===== config.mk =====
export PLATFORM = sky130hd
export DESIGN_NAME = job_scheduler_fcfs_sjf_rr
export DESIGN_NICKNAME = d
export VERILOG_FILES = /design/src/hdl/jsch_pkg.sv /design/src/hdl/job_scheduler_fcfs_sjf_rr.sv /design/src/hdl/jsch_mem.sv
export SDC_FILE = /design/constraint.sdc
export NUM_CORES = 1
export LEC_CHECK = 0
export ABC_AREA = 0
export BUFFER_PORTS_ARGS = -buffer_cell sky130_fd_sc_hd__buf_4
export CAP_MARGIN = 0
export CORE_MARGIN = 2
export CORE_UTILIZATION = 55
export CTS_CLUSTER_DIAMETER = 40
export DETAILED_ROUTE_END_ITERATION = 8
export PLACE_DENSITY = 0.83
export SETUP_SLACK_MARGIN = 0.2
export SLEW_MARGIN = 20
export SYNTH_ARGS = -nofsm -noshare
export SYNTH_HDL_FRONTEND = slang
export SYNTH_SLANG_ARGS = --single-unit

===== constraint.sdc =====
create_clock -name clk_i -period 14.5 [get_ports clk_i]
set_clock_uncertainty 0.15 [all_clocks]
set_input_delay 1.45 -clock clk_i [delete_from_list [all_inputs] [get_ports clk_i]]
set_output_delay 1.45 -clock clk_i [all_outputs]
set_load 0.01 [all_outputs]

===== src/hdl/jsch_pkg.sv =====
`default_nettype none
package jsch_pkg;

  localparam int MaxJobsDefault = 16;

  localparam int IdW    = 8;
  localparam int BurstW = 16;
  localparam int WaitW  = 16;
  localparam int TickW  = 32;
  localparam int CntW   = 5;

  // scheduling modes
  localparam logic [1:0] ModeFcfs = 2'd0;
  localparam logic [1:0] ModeSjf  = 2'd1;
  localparam logic [1:0] ModeRr   = 2'd2;

  // configuration register indexes
  localparam logic CfgMode    = 1'b0;
  localparam logic CfgQuantum = 1'b1;

  // item kinds
  localparam logic KindArrival = 1'b0;
  localparam logic KindTick    = 1'b1;

  localparam logic [7:0] QuantumReset = 8'd2;

  typedef struct packed {
    logic [WaitW-1:0]  wait_cnt;
    logic [BurstW-1:0] remaining;
    logic [IdW-1:0]    id;
  } entry_t;

endpackage
`default_nettype wire


===== src/hdl/job_scheduler_fcfs_sjf_rr.sv =====
// Job scheduler with a ready table, first come first served, shortest job
// first (non-preemptive) or round robin, chosen by the sched_mode register.
// Input channel s_axis: tuser is the kind (0 arrival, 1 tick), tdata holds
// job_id and burst_len. Each input word gives exactly one result word on
// m_axis. Configuration goes through cfg_we_i / cfg_idx_i / cfg_data_i; the
// user must write it only while the block is idle; the block does not enforce it.
// An arrival is written into the table on acceptance. A tick walks the table in a
// single memory with one read and one write port, one entry per cycle: an
// update pass, before it a minimum scan in SJF with no running job or a round
// robin rotation once the slice is used up, and after it, for a finished job,
// a compaction pass. s_axis_tready is high only between items.
// The result sits in an output register; the next word is accepted while it
// waits, and the block holds its last state until m_axis_tready frees it.
// Reset empties the table, clears the tick count and slice counter and sets
// sched_mode to FCFS and time_quantum to 2; table memory is not cleared.
`default_nettype none
module job_scheduler_fcfs_sjf_rr #(
  parameter int MaxJobs = jsch_pkg::MaxJobsDefault
) (
  input  wire logic        clk_i,
  input  wire logic        rst_ni,
  input  wire logic        cfg_we_i,
  input  wire logic        cfg_idx_i,
  input  wire logic [7:0]  cfg_data_i,
  input  wire logic        s_axis_tvalid,
  output logic             s_axis_tready,
  // job_id [7:0], burst_len [23:8]
  input  wire logic [23:0] s_axis_tdata,
  // kind
  input  wire logic        s_axis_tuser,
  output logic             m_axis_tvalid,
  input  wire logic        m_axis_tready,
  // accepted [0], ran_valid [1], ran_id [9:2], finished [10],
  // finished_wait [26:11], queued_count [31:27], tick_number [63:32]
  output logic [63:0]      m_axis_tdata
);

  localparam int IW = $clog2(MaxJobs);
  localparam int CW = $clog2(MaxJobs + 1);

  localparam logic [3:0] StIdle  = 4'd0;
  localparam logic [3:0] StScan  = 4'd1;
  localparam logic [3:0] StRotRd = 4'd2;
  localparam logic [3:0] StRotSv = 4'd3;
  localparam logic [3:0] StShift = 4'd4;
  localparam logic [3:0] StRotWr = 4'd5;
  localparam logic [3:0] StUpd   = 4'd6;
  localparam logic [3:0] StOut   = 4'd7;

  logic [3:0]    state_q, state_d;
  logic [CW-1:0] fill_q, fill_d;
  logic [IW-1:0] run_q, run_d;
  logic          run_vld_q, run_vld_d;
  logic [7:0]    slice_q, slice_d;
  logic [31:0]   tick_q, tick_d;
  logic [1:0]    mode_q;
  logic [7:0]    tq_q;

  logic [CW-1:0] rd_q, rd_d;
  logic          pend_q, pend_d;
  logic [IW-1:0] pidx_q, pidx_d;
  logic [IW-1:0] slot_q, slot_d;
  logic          same_q, same_d;
  logic [15:0]   best_q, best_d;
  logic          rot_q, rot_d;
  logic          fin_q, fin_d;
  logic          acc_q, acc_d;
  logic          ranv_q, ranv_d;
  logic [7:0]    ran_id_q, ran_id_d;
  logic [15:0]   fwait_q, fwait_d;
  logic [31:0]   tickb_q, tickb_d;
  jsch_pkg::entry_t saved_q, saved_d;

  logic          ovalid_q, ovalid_d;
  logic [63:0]   odata_q, odata_d;

  logic             mem_we;
  logic [IW-1:0]    mem_wa;
  logic [IW-1:0]    mem_ra;
  jsch_pkg::entry_t mem_wd;
  jsch_pkg::entry_t mem_rd;

  logic          in_acc;
  logic          pass_st;
  logic          issue;
  logic          pass_done;
  logic          run_ok;
  logic [7:0]    quantum;
  logic [CW-1:0] fill_m1;
  logic [15:0]   new_rem;
  logic [31:0]   fill_ext;

  jsch_mem #(.Depth(MaxJobs), .AddrW(IW)) u_mem (
    .clk_i   (clk_i),
    .we_i    (mem_we),
    .waddr_i (mem_wa),
    .wdata_i (mem_wd),
    .raddr_i (mem_ra),
    .rdata_o (mem_rd)
  );

  assign s_axis_tready = (state_q == StIdle);
  assign in_acc        = s_axis_tvalid && s_axis_tready;
  assign m_axis_tvalid = ovalid_q;
  assign m_axis_tdata  = odata_q;

  assign pass_st   = (state_q == StScan) || (state_q == StShift) || (state_q == StUpd);
  assign issue     = rd_q < fill_q;
  assign pass_done = pass_st && !issue && !pend_q;
  assign run_ok    = run_vld_q && (CW'(run_q) < fill_q);
  assign quantum   = (tq_q == 8'd0) ? 8'd1 : tq_q;
  assign fill_m1   = fill_q - CW'(1);
  assign new_rem   = mem_rd.remaining - 16'd1;
  assign fill_ext  = 32'(fill_q);

  always_comb begin
    state_d   = state_q;
    fill_d    = fill_q;
    run_d     = run_q;
    run_vld_d = run_vld_q;
    slice_d   = slice_q;
    tick_d    = tick_q;
    rd_d      = rd_q;
    pend_d    = 1'b0;
    pidx_d    = pidx_q;
    slot_d    = slot_q;
    same_d    = same_q;
    best_d    = best_q;
    rot_d     = rot_q;
    fin_d     = fin_q;
    acc_d     = acc_q;
    ranv_d    = ranv_q;
    ran_id_d  = ran_id_q;
    fwait_d   = fwait_q;
    tickb_d   = tickb_q;
    saved_d   = saved_q;
    ovalid_d  = ovalid_q && !m_axis_tready;
    odata_d   = odata_q;
    mem_we    = 1'b0;
    mem_wa    = fill_q[IW-1:0];
    mem_wd    = mem_rd;
    mem_ra    = rd_q[IW-1:0];

    // one entry read per cycle through the registered read port
    if (pass_st && issue) begin
      rd_d   = rd_q + CW'(1);
      pend_d = 1'b1;
      pidx_d = rd_q[IW-1:0];
    end

    case (state_q)
      StIdle: begin
        if (in_acc) begin
          tickb_d  = tick_q;
          acc_d    = 1'b0;
          ranv_d   = 1'b0;
          fin_d    = 1'b0;
          ran_id_d = 8'd0;
          fwait_d  = 16'd0;
          rot_d    = 1'b0;
          rd_d     = '0;
          state_d  = StOut;
          if (s_axis_tuser == jsch_pkg::KindArrival) begin
            if ((s_axis_tdata[23:8] != 16'd0) && (fill_q < CW'(MaxJobs))) begin
              mem_we         = 1'b1;
              mem_wa         = fill_q[IW-1:0];
              mem_wd.id        = s_axis_tdata[7:0];
              mem_wd.remaining = s_axis_tdata[23:8];
              mem_wd.wait_cnt  = 16'd0;
              fill_d         = fill_q + CW'(1);
              acc_d          = 1'b1;
            end
          end else begin
            tick_d = tick_q + 32'd1;
            if (!run_ok) begin
              run_vld_d = 1'b0;
            end
            if (fill_q != '0) begin
              case (mode_q)
                jsch_pkg::ModeSjf: begin
                  if (run_ok) begin
                    slot_d  = run_q;
                    same_d  = 1'b1;
                    state_d = StUpd;
                  end else begin
                    state_d = StScan;
                  end
                end
                jsch_pkg::ModeRr: begin
                  if (run_ok && (slice_q >= quantum)) begin
                    rot_d     = 1'b1;
                    run_vld_d = 1'b0;
                    state_d   = StRotRd;
                  end else begin
                    slot_d  = run_ok ? run_q : '0;
                    same_d  = run_ok;
                    state_d = StUpd;
                  end
                end
                default: begin
                  slot_d  = '0;
                  same_d  = run_ok && (run_q == '0);
                  state_d = StUpd;
                end
              endcase
            end
          end
        end
      end
      StScan: begin
        if (pend_q && ((pidx_q == '0) || (mem_rd.remaining < best_q))) begin
          best_d = mem_rd.remaining;
          slot_d = pidx_q;
        end
        if (pass_done) begin
          same_d  = 1'b0;
          rd_d    = '0;
          state_d = StUpd;
        end
      end
      StRotRd: begin
        mem_ra  = run_q;
        state_d = StRotSv;
      end
      StRotSv: begin
        saved_d = mem_rd;
        rd_d    = CW'(run_q) + CW'(1);
        state_d = StShift;
      end
      StShift: begin
        if (pend_q) begin
          mem_we = 1'b1;
          mem_wa = pidx_q - IW'(1);
          mem_wd = mem_rd;
        end
        if (pass_done) begin
          if (rot_q) begin
            state_d = StRotWr;
          end else begin
            fill_d  = fill_m1;
            state_d = StOut;
          end
        end
      end
      StRotWr: begin
        mem_we  = 1'b1;
        mem_wa  = fill_m1[IW-1:0];
        mem_wd  = saved_q;
        rot_d   = 1'b0;
        slot_d  = '0;
        same_d  = 1'b0;
        rd_d    = '0;
        state_d = StUpd;
      end
      StUpd: begin
        if (pend_q) begin
          mem_we = 1'b1;
          mem_wa = pidx_q;
          if (pidx_q == slot_q) begin
            mem_wd.remaining = new_rem;
            ranv_d   = 1'b1;
            ran_id_d = mem_rd.id;
            if (new_rem == 16'd0) begin
              fin_d   = 1'b1;
              fwait_d = mem_rd.wait_cnt;
            end
          end else if (mem_rd.wait_cnt != 16'hFFFF) begin
            mem_wd.wait_cnt = mem_rd.wait_cnt + 16'd1;
          end
        end
        if (pass_done) begin
          if (fin_q) begin
            run_vld_d = 1'b0;
            slice_d   = 8'd0;
            rd_d      = CW'(slot_q) + CW'(1);
            state_d   = StShift;
          end else begin
            run_vld_d = 1'b1;
            run_d     = slot_q;
            if (!same_q) begin
              slice_d = 8'd1;
            end else if (slice_q != 8'hFF) begin
              slice_d = slice_q + 8'd1;
            end
            state_d = StOut;
          end
        end
      end
      StOut: begin
        if (!ovalid_q || m_axis_tready) begin
          ovalid_d = 1'b1;
          odata_d  = {tickb_q, fill_ext[4:0], fwait_q, fin_q, ran_id_q, ranv_q, acc_q};
          state_d  = StIdle;
        end
      end
      default: begin
        state_d = StIdle;
      end
    endcase
  end

  always_ff @(posedge clk_i or negedge rst_ni) begin
    if (!rst_ni) begin
      state_q   <= StIdle;
      fill_q    <= '0;
      run_vld_q <= 1'b0;
      slice_q   <= 8'd0;
      tick_q    <= 32'd0;
      mode_q    <= jsch_pkg::ModeFcfs;
      tq_q      <= jsch_pkg::QuantumReset;
      pend_q    <= 1'b0;
      rot_q     <= 1'b0;
      fin_q     <= 1'b0;
      ovalid_q  <= 1'b0;
    end else begin
      state_q   <= state_d;
      fill_q    <= fill_d;
      run_vld_q <= run_vld_d;
      slice_q   <= slice_d;
      tick_q    <= tick_d;
      pend_q    <= pend_d;
      rot_q     <= rot_d;
      fin_q     <= fin_d;
      ovalid_q  <= ovalid_d;
      if (cfg_we_i) begin
        case (cfg_idx_i)
          jsch_pkg::CfgMode:    mode_q <= cfg_data_i[1:0];
          jsch_pkg::CfgQuantum: tq_q   <= cfg_data_i;
          default: ;
        endcase
      end
    end
  end

  always_ff @(posedge clk_i) begin
    run_q    <= run_d;
    rd_q     <= rd_d;
    pidx_q   <= pidx_d;
    slot_q   <= slot_d;
    same_q   <= same_d;
    best_q   <= best_d;
    acc_q    <= acc_d;
    ranv_q   <= ranv_d;
    ran_id_q <= ran_id_d;
    fwait_q  <= fwait_d;
    tickb_q  <= tickb_d;
    saved_q  <= saved_d;
    odata_q  <= odata_d;
  end

  // table never overfills
  a_fill_bound: assert property (@(posedge clk_i) disable iff (!rst_ni)
    fill_q <= CW'(MaxJobs))
    else $error("ready table fill above capacity");

  // between items a running job always points inside the table
  a_run_inside: assert property (@(posedge clk_i) disable iff (!rst_ni)
    (state_q == StIdle && run_vld_q) |-> (CW'(run_q) < fill_q))
    else $error("running slot outside the table");

  // a tick word advances the tick count by exactly one
  a_tick_step: assert property (@(posedge clk_i) disable iff (!rst_ni)
    (in_acc && s_axis_tuser == jsch_pkg::KindTick) |=> (tick_q == $past(tick_q) + 32'd1))
    else $error("tick count did not advance");

endmodule
`default_nettype wire


===== src/hdl/jsch_mem.sv =====
`default_nettype none
module jsch_mem #(
  parameter int Depth = jsch_pkg::MaxJobsDefault,
  parameter int AddrW = $clog2(Depth)
) (
  input  wire logic               clk_i,
  input  wire logic               we_i,
  input  wire logic [AddrW-1:0]   waddr_i,
  input  wire jsch_pkg::entry_t   wdata_i,
  input  wire logic [AddrW-1:0]   raddr_i,
  output jsch_pkg::entry_t        rdata_o
);

  jsch_pkg::entry_t mem [Depth];
  jsch_pkg::entry_t rdata_q;

  always_ff @(posedge clk_i) begin
    if (we_i) begin
      mem[waddr_i] <= wdata_i;
    end
    rdata_q <= mem[raddr_i];
  end

  assign rdata_o = rdata_q;

endmodule
`default_nettype wire


== Word level (Yosys, flattened, before mapping) ==
Memory sizes are Yosys's and may differ from the RTL's. A register that Yosys moved wholly into a read port is not among the register bits.
Index checks and enable logic that the tools add are counted.

* Bits in registers: 260
* Bits in writable memories: 640
* Input port bits: 39
* Memories: 1

* Add/subtract/negate cells: 10
* $lt $le $gt $ge: 5
* Equality and inequality tests: 29
* Multiplexer cells: 101
* Bitwise gates (word level): 2
* Reductions and logical operators: 46

{| class="wikitable"
|+ Memories
! name !! depth !! width !! read ports !! clocked after Yosys merged registers in !! wr ports !! line !! RTL
|-
| u_mem.mem || 16 || 40 || 1 || 1 || 1 || jsch_mem.sv:14 || <nowiki>jsch_pkg::entry_t mem [Depth];</nowiki>
|}

{| class="wikitable"
|+ Operators by type and width
! kind !! number
|-
| 40-bit 2-to-1 mux || 3
|-
| 16-bit 2-to-1 mux || 7
|-
| 32-bit case mux with 3 select lines || 1
|-
| 4-bit 2-to-1 mux || 17
|-
| 8-bit 2-to-1 mux || 7
|-
| 5-bit 2-to-1 mux || 10
|-
| 1-bit 2-to-1 mux || 34
|-
| 32-bit by 1-bit adder with 32-bit output (second input constant) || 1
|-
| 32-bit 2-to-1 mux || 1
|-
| 16-bit case mux with 2 select lines || 1
|-
| 4-bit case mux with 8 select lines || 1
|-
| 8-bit case mux with 2 select lines || 2
|-
| 5-bit case mux with 5 select lines || 1
|-
| 4-bit case mux with 3 select lines || 2
|-
| 16-bit by 1-bit adder with 16-bit output (second input constant) || 1
|-
| 4-bit by 3-bit == test with 1-bit output (second input constant) || 4
|-
| 16-bit logical NOT || 1
|-
| 16-bit < comparator || 1
|-
| 16-bit != test (second input constant) || 1
|-
| 4-bit case mux with 2 select lines || 2
|-
| 16-bit nonzero test || 1
|-
| 16-bit by 1-bit subtractor with 16-bit output (second input constant) || 1
|-
| 2-bit by 1-bit != test with 1-bit output (second input constant) || 7
|-
| 2-bit != test (second input constant) || 7
|-
| 38 further kinds || 79
|}

== Depth between registers and ports, before layout ==
Gate-level depths: netlist (run 1).

* Depth after elaboration: 10
* Mapped depth: 10
* Gate-level depth less buffers: 9

== Cells and area by module ==
A second synthesis (run 1) with hierarchy kept.

* Cells, all modules: 2075
* Area, all modules: 37508.5 µm²

{| class="wikitable"
|+ Modules (own cells, without submodules)
! module !! instances !! cells each !! area an instance (µm²) !! sequential area each (µm²)
|-
| jsch_mem || 1 || 1040 || 25130.4 || 20019.2
|-
| job_scheduler_fcfs_sjf_rr || 1 || 1035 || 12378.1 || 7413.4
|}

== Least setup slack after synthesis (run 1) ==
No wires, ideal clock.

* Path type: in2reg
* Start point: in s_axis_tvalid
* End point: mem u_mem.mem[2][0] (netlist name) (enable)
* Setup time: 437 ps
* Arrival: 4517 ps
* Path slack: 9396 ps
* Cell stages on the path: 7
* Path buffers: 0
* Path through: nor2b_1 -> nand2_1 -> clkinv_1 -> nand2_1 -> a21boi_0 -> nand2b_1 -> nor2_1

* Word-level cells in the longest chain between the ends: 5

{| class="wikitable"
|+ Ends and longest elaborated chain
! what !! line !! RTL
|-
| from (decl) || job_scheduler_fcfs_sjf_rr.sv:25 || <nowiki>input wire logic s_axis_tvalid,</nowiki>
|-
| 1-bit logical AND || job_scheduler_fcfs_sjf_rr.sv:103 || <nowiki>assign in_acc = s_axis_tvalid && s_axis_tready;</nowiki>
|-
| 1-bit 2-to-1 mux || job_scheduler_fcfs_sjf_rr.sv:153 || <nowiki>if (in_acc) begin</nowiki>
|-
| 1-bit case mux with 3 select lines || job_scheduler_fcfs_sjf_rr.sv:151 || <nowiki>case (state_q)</nowiki>
|-
| 1-bit 2-to-1 mux || jsch_mem.sv:18 || <nowiki>if (we_i) begin</nowiki>
|-
| 1-bit 2-to-1 mux (implied by the code) || jsch_mem.sv:19 || <nowiki>mem[waddr_i] <= wdata_i;</nowiki>
|-
| to (decl) || jsch_mem.sv:14 ||
|}

No other way between the ends.

== Worst setup path after layout (run 1) ==
* Start point: reg state_q[1]
* End point: reg u_mem.rdata_o[8] (netlist name)

* Word-level cells in the longest chain between the ends: 2

{| class="wikitable"
|+ Ends and longest elaborated chain
! what !! line !! RTL
|-
| from (decl) || job_scheduler_fcfs_sjf_rr.sv:50 || <nowiki>logic [3:0] state_q, state_d;</nowiki>
|-
| from (signal assigned) || job_scheduler_fcfs_sjf_rr.sv:304 || <nowiki>state_q <= StIdle;</nowiki>
|-
| from (signal assigned) || job_scheduler_fcfs_sjf_rr.sv:316 || <nowiki>state_q <= state_d;</nowiki>
|-
| 4-bit by 2-bit == test with 1-bit output || job_scheduler_fcfs_sjf_rr.sv:151 ||
|-
| 4-bit 2-to-1 mux || job_scheduler_fcfs_sjf_rr.sv:151 ||
|}

No other way between the ends.
A chain may end at the register's enable or synchronous reset.

==> results.json, run 1 <==
{
  "wl_um": 91000,
  "p_leak_nw": 16.5,
  "cts_tree": "done",
  "fin_setup_tns_ns": 0,
  "cts_setup_buffers": 0,
  "coreArea_um2": 68700,
  "viasPerCell": 6.35,
  "setup_viol_count_final": 0,
  "die_y_um": 268,
  "synthArstFlopShare": 0.0671,
  "hold_class": "reg2reg",
  "rrSetupSlack_ns": 8.86,
  "fin_nets": 2673,
  "critPathTopFamily": "buffers and inverters",
  "slowest_stage": "buf_4",
  "drv_slew": 0,
  "drt-initial-drc-count": 3095,
  "grt_setup_unrepaired": "no",
  "layout-area-overhead-vs-synth_pct": 15.5,
  "critPathBufInv": 3,
  "numCtsBuffers": 110,
  "maxCapViolCount": 0,
  "placed_cell_area_um2": 40200,
  "grtUsageTotal": 0.252,
  "hpwl_um": 48100,
  "ys_warn_count": 0,
  "worstSetupPathType": "reg2reg",
  "hold_viol_final": 0,
  "fmax_mhz": 177,
  "worstHoldStart": "fwait_q[0]",
  "relSlewSlack": 0.219,
  "antenna_cells": 0,
  "worstMarginPinSlew_ns": 1.17,
  "final_core_util": 0.643,
  "r2r_start": "state_q[1]",
  "num_rows": 96,
  "mostFrequentLayoutCells": "831 x edfxtp_1, 245 x mux2i_1, 171 x mux2_2",
  "period_needed_ns": 5.64,
  "clock-sinks": 939,
  "grt_max_degree": 85,
  "design.die.area_um2": 71700,
  "max_stage_delay_ns": 1.03,
  "grt_pass1_vias": 22800,
  "grt_first_pass_wirelength_um": 135000,
  "port-buffer-count": 104,
  "drive_gt1_frac": 0.206,
  "grt.overflow.total": 0,
  "synth.cell_area_um2": 38200,
  "mostFrequentLayoutCell": "edfxtp_1",
  "io_pins": 105,
  "synth_ff_type": "edfxtp_1",
  "timing.rr.end": "u_mem.rdata_o[8]",
  "die_w_um": 268,
  "synth_enable_flop_cells": 831,
  "power_density_nw_per_um2": 226,
  "cts-root-buf": "clkbuf_16",
  "holdPathEnd": "m_axis_tdata[11]",
  "vias": 23000,
  "cts.clk_slew.worst_paths_ns": 0.06,
  "status": "finished clean",
  "hold_buffers": 0,
  "final_cells": 3617,
  "synthesis.nets": 2520,
  "yosysSeqAreaShare": 0.717,
  "r2r_cells": 9,
  "gp_congestion": 0.876,
  "htree_levels": 3,
  "initial_utilization": 0.557,
  "syn_inst": 2436,
  "antenna_found_initial": 1,
  "cp-start-kind": "flop",
  "vdd_drop_max_v": 0.000142,
  "avgRoutedWirePerCell_um": 25.2,
  "worst_ep_required_time_ns": 14.91,
  "clk_path_buf_depth": 3,
  "yosys_register_bits": 939,
  "drc": 0,
  "min_path_cells": 0,
  "firstDrtPassIters": 8,
  "postRouteAntennaNets": 0,
  "end_kind": "flop",
  "insertion_delay_ns": 0.70,
  "post_cts_resized": 0,
  "stdcell_area_um2": 44200,
  "synthDistinctLibCells": 70,
  "path_cells": "buf_4 > nor3b_4 > mux2i_4 > buf_4 > buf_4 > mux2_2 > nor2_1 > a21oi_1 > a221o_1",
  "avgSynthCellArea_um2": 15.7,
  "critPathMaxFanout": 64,
  "fin_crit_sh": 0.389,
  "cpMostUsedCell": "buf_4",
  "dpl.cell_count": 3400,
  "cp.arrival_ns": 6.05
}
==> power breakdown <==
group          internal, mW  total (mW)  leakage, nW  switching [mW]
Clock                  1.70        2.84         1.88            1.14
Sequential             3.84        4.11         8.82           0.278
Combinational          1.09        3.04         5.79            1.95
Total                  6.62        9.99         16.5            3.37
==> worst max-delay path by stage <==
stage	from	endpoint	slack (ns)	depth (start not counted)
after detailed placement	state_q[1]	u_mem.rdata_o[13]	9.08	9
after floorplan	s_axis_tvalid	u_mem.mem[2][0]	9.40	7
after global routing	state_q[1]	u_mem.rdata_o[8]	8.69	9
after global placement	s_axis_tdata[8]	u_mem.mem[10][39]	9.03	8
final	state_q[1]	u_mem.rdata_o[8]	8.86	9
after CTS	state_q[1]	u_mem.rdata_o[8]	9.00	9
==> state kept, by name, summed over array words and instances (netlist names), 2 cells and up <==
register       count
pidx_q             4
ran_id_q           8
run_q              4
tq_q               8
state_q            3
best_q            16
tickb_q           32
slot_q             4
m_axis_tdata      64
saved_q           40
slice_q            8
u_mem.mem        640
fill_q             5
tick_q            32
u_mem.rdata_o     40
fwait_q           16
rd_q               5
mode_q             2
==> worst reg2reg max path, stage by stage (launching register included) <==
cell and delay, ns:
dfrtp_1 0.32, buf_4 0.46, nor3b_4 0.60, mux2i_4 0.96, buf_4 1.04, buf_4 0.90, mux2_2 0.46, nor2_1 0.16
a21oi_1 0.08, a221o_1 0.39
==> metrics by stage <==
stage,setup slack [ns],power (mW),hold slack (ns)
2_1_floorplan,9.40,6.09,0.250
3_3_place_gp,9.03,6.90,0.251
3_5_place_dp,9.08,7.06,0.255
4_1_cts,9.00,9.95,0.240
5_1_grt,8.69,10.4,0.247
6_report,8.86,9.99,0.241
==> logic make-up (layout without fill, tap and decap cells) <==
kind of cell    count (synthesis)  after routing  synth area share
flops                         939            939             0.717
buf+inv                       176            426            0.0183
simple gates                  438            438            0.0565
mux                           419            419             0.115
xor+xnor                       59             59            0.0135
compound gates                360            360            0.0644
fa+ha+maj                      45             45            0.0147
==> cells in the mapped netlist, types with 16 or more instances <==
| library cell | instances | area share |
|---|---|---|
| a21oi_1 | 110 | 0.014 |
| a221o_1 | 47 | 0.012 |
| and3_1 | 41 | 0.0067 |
| buf_2 | 31 | 0.0041 |
| clkbuf_1 | 76 | 0.0075 |
| dfrtp_1 | 62 | 0.041 |
| dfxtp_1 | 45 | 0.024 |
| edfxtp_1 | 831 | 0.65 |
| ha_1 | 45 | 0.015 |
| inv_1 | 59 | 0.0058 |
| mux2_2 | 171 | 0.050 |
| mux2i_1 | 247 | 0.065 |
| nand2_1 | 93 | 0.0091 |
| nand3_1 | 36 | 0.0047 |
| nand4_1 | 22 | 0.0036 |
| nor2_1 | 142 | 0.014 |
| nor3_1 | 17 | 0.0022 |
| o211ai_1 | 16 | 0.0031 |
| o21ai_0 | 42 | 0.0055 |
| o22ai_1 | 43 | 0.0070 |
| xnor2_1 | 40 | 0.0092 |
| xor2_1 | 19 | 0.0044 |
==> final cells by class <==
class / count / area, um2
inverters: 61 / 229
fillers: 4574 / 24500
flip-flops and latches: 939 / 27400
clock inverters: 69 / 863
clock buffers: 140 / 3020
repair buffers: 156 / 1170
well taps: 931 / 1160
multi-input cells: 1321 / 10300
==> metal layers <==
layer	vias up	track usage	wire length (um)
li1	9801	-	-
met1	11400	0.328	34500
met2	1443	0.409	43600
met3	309	0.0479	8870
met4	0	0.120	4030
met5	-	0	0
(Power assumes the default switching activity.)
==> inputs of run 2 (changes only) <==
==> constraint.sdc (replaced) <==
create_clock -name clk_i -period 5.6 [get_ports clk_i]
set_clock_uncertainty 0.15 [all_clocks]
set_input_delay 0.56 -clock clk_i [delete_from_list [all_inputs] [get_ports clk_i]]
set_output_delay 0.56 -clock clk_i [all_outputs]
set_load 0.01 [all_outputs]
==> results.json, run 2 (same netlist as run 1, synthesis figures left out) <==
{
  "drive_gt1_frac": 0.209,
  "drc": 0,
  "io_pins": 105,
  "die_y_um": 268,
  "avgRoutedWirePerCell_um": 25.1,
  "layout-area-overhead-vs-synth_pct": 16.7,
  "fin_crit_sh": 0.752,
  "firstDrtPassIters": 5,
  "hold_class": "in2reg",
  "insertion_delay_ns": 0.68,
  "power_density_nw_per_um2": 586,
  "grt_pass1_vias": 22900,
  "antenna_found_initial": 2,
  "hold_buffers": 9,
  "drt-initial-drc-count": 2765,
  "port-buffer-count": 104,
  "hpwl_um": 49900,
  "design.die.area_um2": 71700,
  "cts-root-buf": "clkbuf_16",
  "p_leak_nw": 16.7,
  "critPathTopFamily": "simple AND/OR/NAND/NOR gates",
  "grt.overflow.total": 0,
  "max_stage_delay_ns": 0.97,
  "initial_utilization": 0.557,
  "status": "finished clean",
  "maxCapViolCount": 0,
  "postRouteAntennaNets": 0,
  "critPathBufInv": 1,
  "final_core_util": 0.649,
  "grt_max_degree": 115,
  "end_kind": "flop",
  "wl_um": 91300,
  "vdd_drop_max_v": 0.000458,
  "hold_viol_final": 0,
  "cts_tree": "done",
  "drv_slew": 0,
  "period_needed_ns": 4.21,
  "cp.arrival_ns": 4.34,
  "slowest_stage": "dfrtp_1",
  "mostFrequentLayoutCell": "edfxtp_1",
  "worstMarginPinSlew_ns": 1.07,
  "die_w_um": 268,
  "clock-sinks": 939,
  "worst_ep_required_time_ns": 5.73,
  "viasPerCell": 6.26,
  "critPathMaxFanout": 40,
  "num_rows": 96,
  "cp-start-kind": "flop",
  "top_register": "u_mem.mem",
  "grt_setup_unrepaired": "no",
  "worstSetupPathType": "reg2reg",
  "grt_first_pass_wirelength_um": 136000,
  "setup_viol_count_final": 0,
  "relSlewSlack": 0.283,
  "cts.clk_slew.worst_paths_ns": 0.06,
  "grtUsageTotal": 0.254,
  "coreArea_um2": 68700,
  "cts_setup_buffers": 0,
  "vias": 22700,
  "htree_levels": 3,
  "fin_nets": 2688,
  "clk_path_buf_depth": 3,
  "largest_reg_flops": 640,
  "post_cts_resized": 0,
  "fmax_mhz": 237,
  "numCtsBuffers": 111,
  "fin_setup_tns_ns": 0,
  "mostFrequentLayoutCells": "831 x edfxtp_1, 245 x mux2i_1, 171 x mux2_2",
  "gp_congestion": 0.971,
  "path_cells": "nor2b_1 > o21ai_0 > o21a_1 > nor3_1 > nand2_1 > nor2_4 > buf_4"
}
-- run 2: worst min-delay path, stage by stage --
cell	delay, ns
buf_4	0.08
nor2b_1	0.09
nand2b_1	0.16
-- run 2: final timing paths --
| check | depth (start not counted) | endpoint | start | slack (ns) |
|---|---|---|---|---|
| max | 7 | u_mem.mem[1][7] | state_q[0] | 1.39 |
| min | 3 | m_axis_tvalid | m_axis_tready | 0.10 |
| max reg2reg | 7 | u_mem.mem[1][7] | state_q[0] | 1.39 |
| min reg2reg | 0 | m_axis_tdata[14] | fwait_q[3] | 0.25 |
| max in group asynchronous | 2 | slice_q[1] | rst_ni | 4.34 |
| min in group asynchronous | 2 | tick_q[20] | rst_ni | 0.38 |
-- run 2: stage by stage --
stage          cells  setup slack (ns)  area [um2]  hold WS, ns  total power [mW]
5_1_grt         3632              1.23       44600        0.110              27.1
3_3_place_gp    3406              1.36       40500        0.251              18.0
6_report        3633              1.39       44600        0.102              26.2
2_1_floorplan   2436             0.845       38200        0.114              15.8
3_5_place_dp    3406              1.31       40500        0.255              18.5
4_1_cts         3625              1.41       44600       0.0775              26.0
-- run 2: cell type report --
class / instances / area (um2)
inverter: 61 / 229
clock inverter: 70 / 885
multi-input combinational: 1321 / 10300
sequential: 939 / 27400
tap: 931 / 1160
clock buffer: 140 / 3060
timing repair buffer: 170 / 1540
fill: 4416 / 24100
antenna: 1 / 2.50
-- run 2: per-layer routing --
| layer | routed length (um) | track usage |
|---|---|---|
| met5 | 14 | 0 |
| met2 | 43800 | 0.411 |
| met3 | 9560 | 0.0514 |
| met4 | 4280 | 0.127 |
| met1 | 33700 | 0.328 |
-- run 2: power breakdown --
part           internal, mW  total [mW]  switching (mW)
clock network          4.51        7.49            2.98
logic                  2.89        7.97            5.08
registers              9.92        10.7           0.780
total                  17.3        26.2            8.84
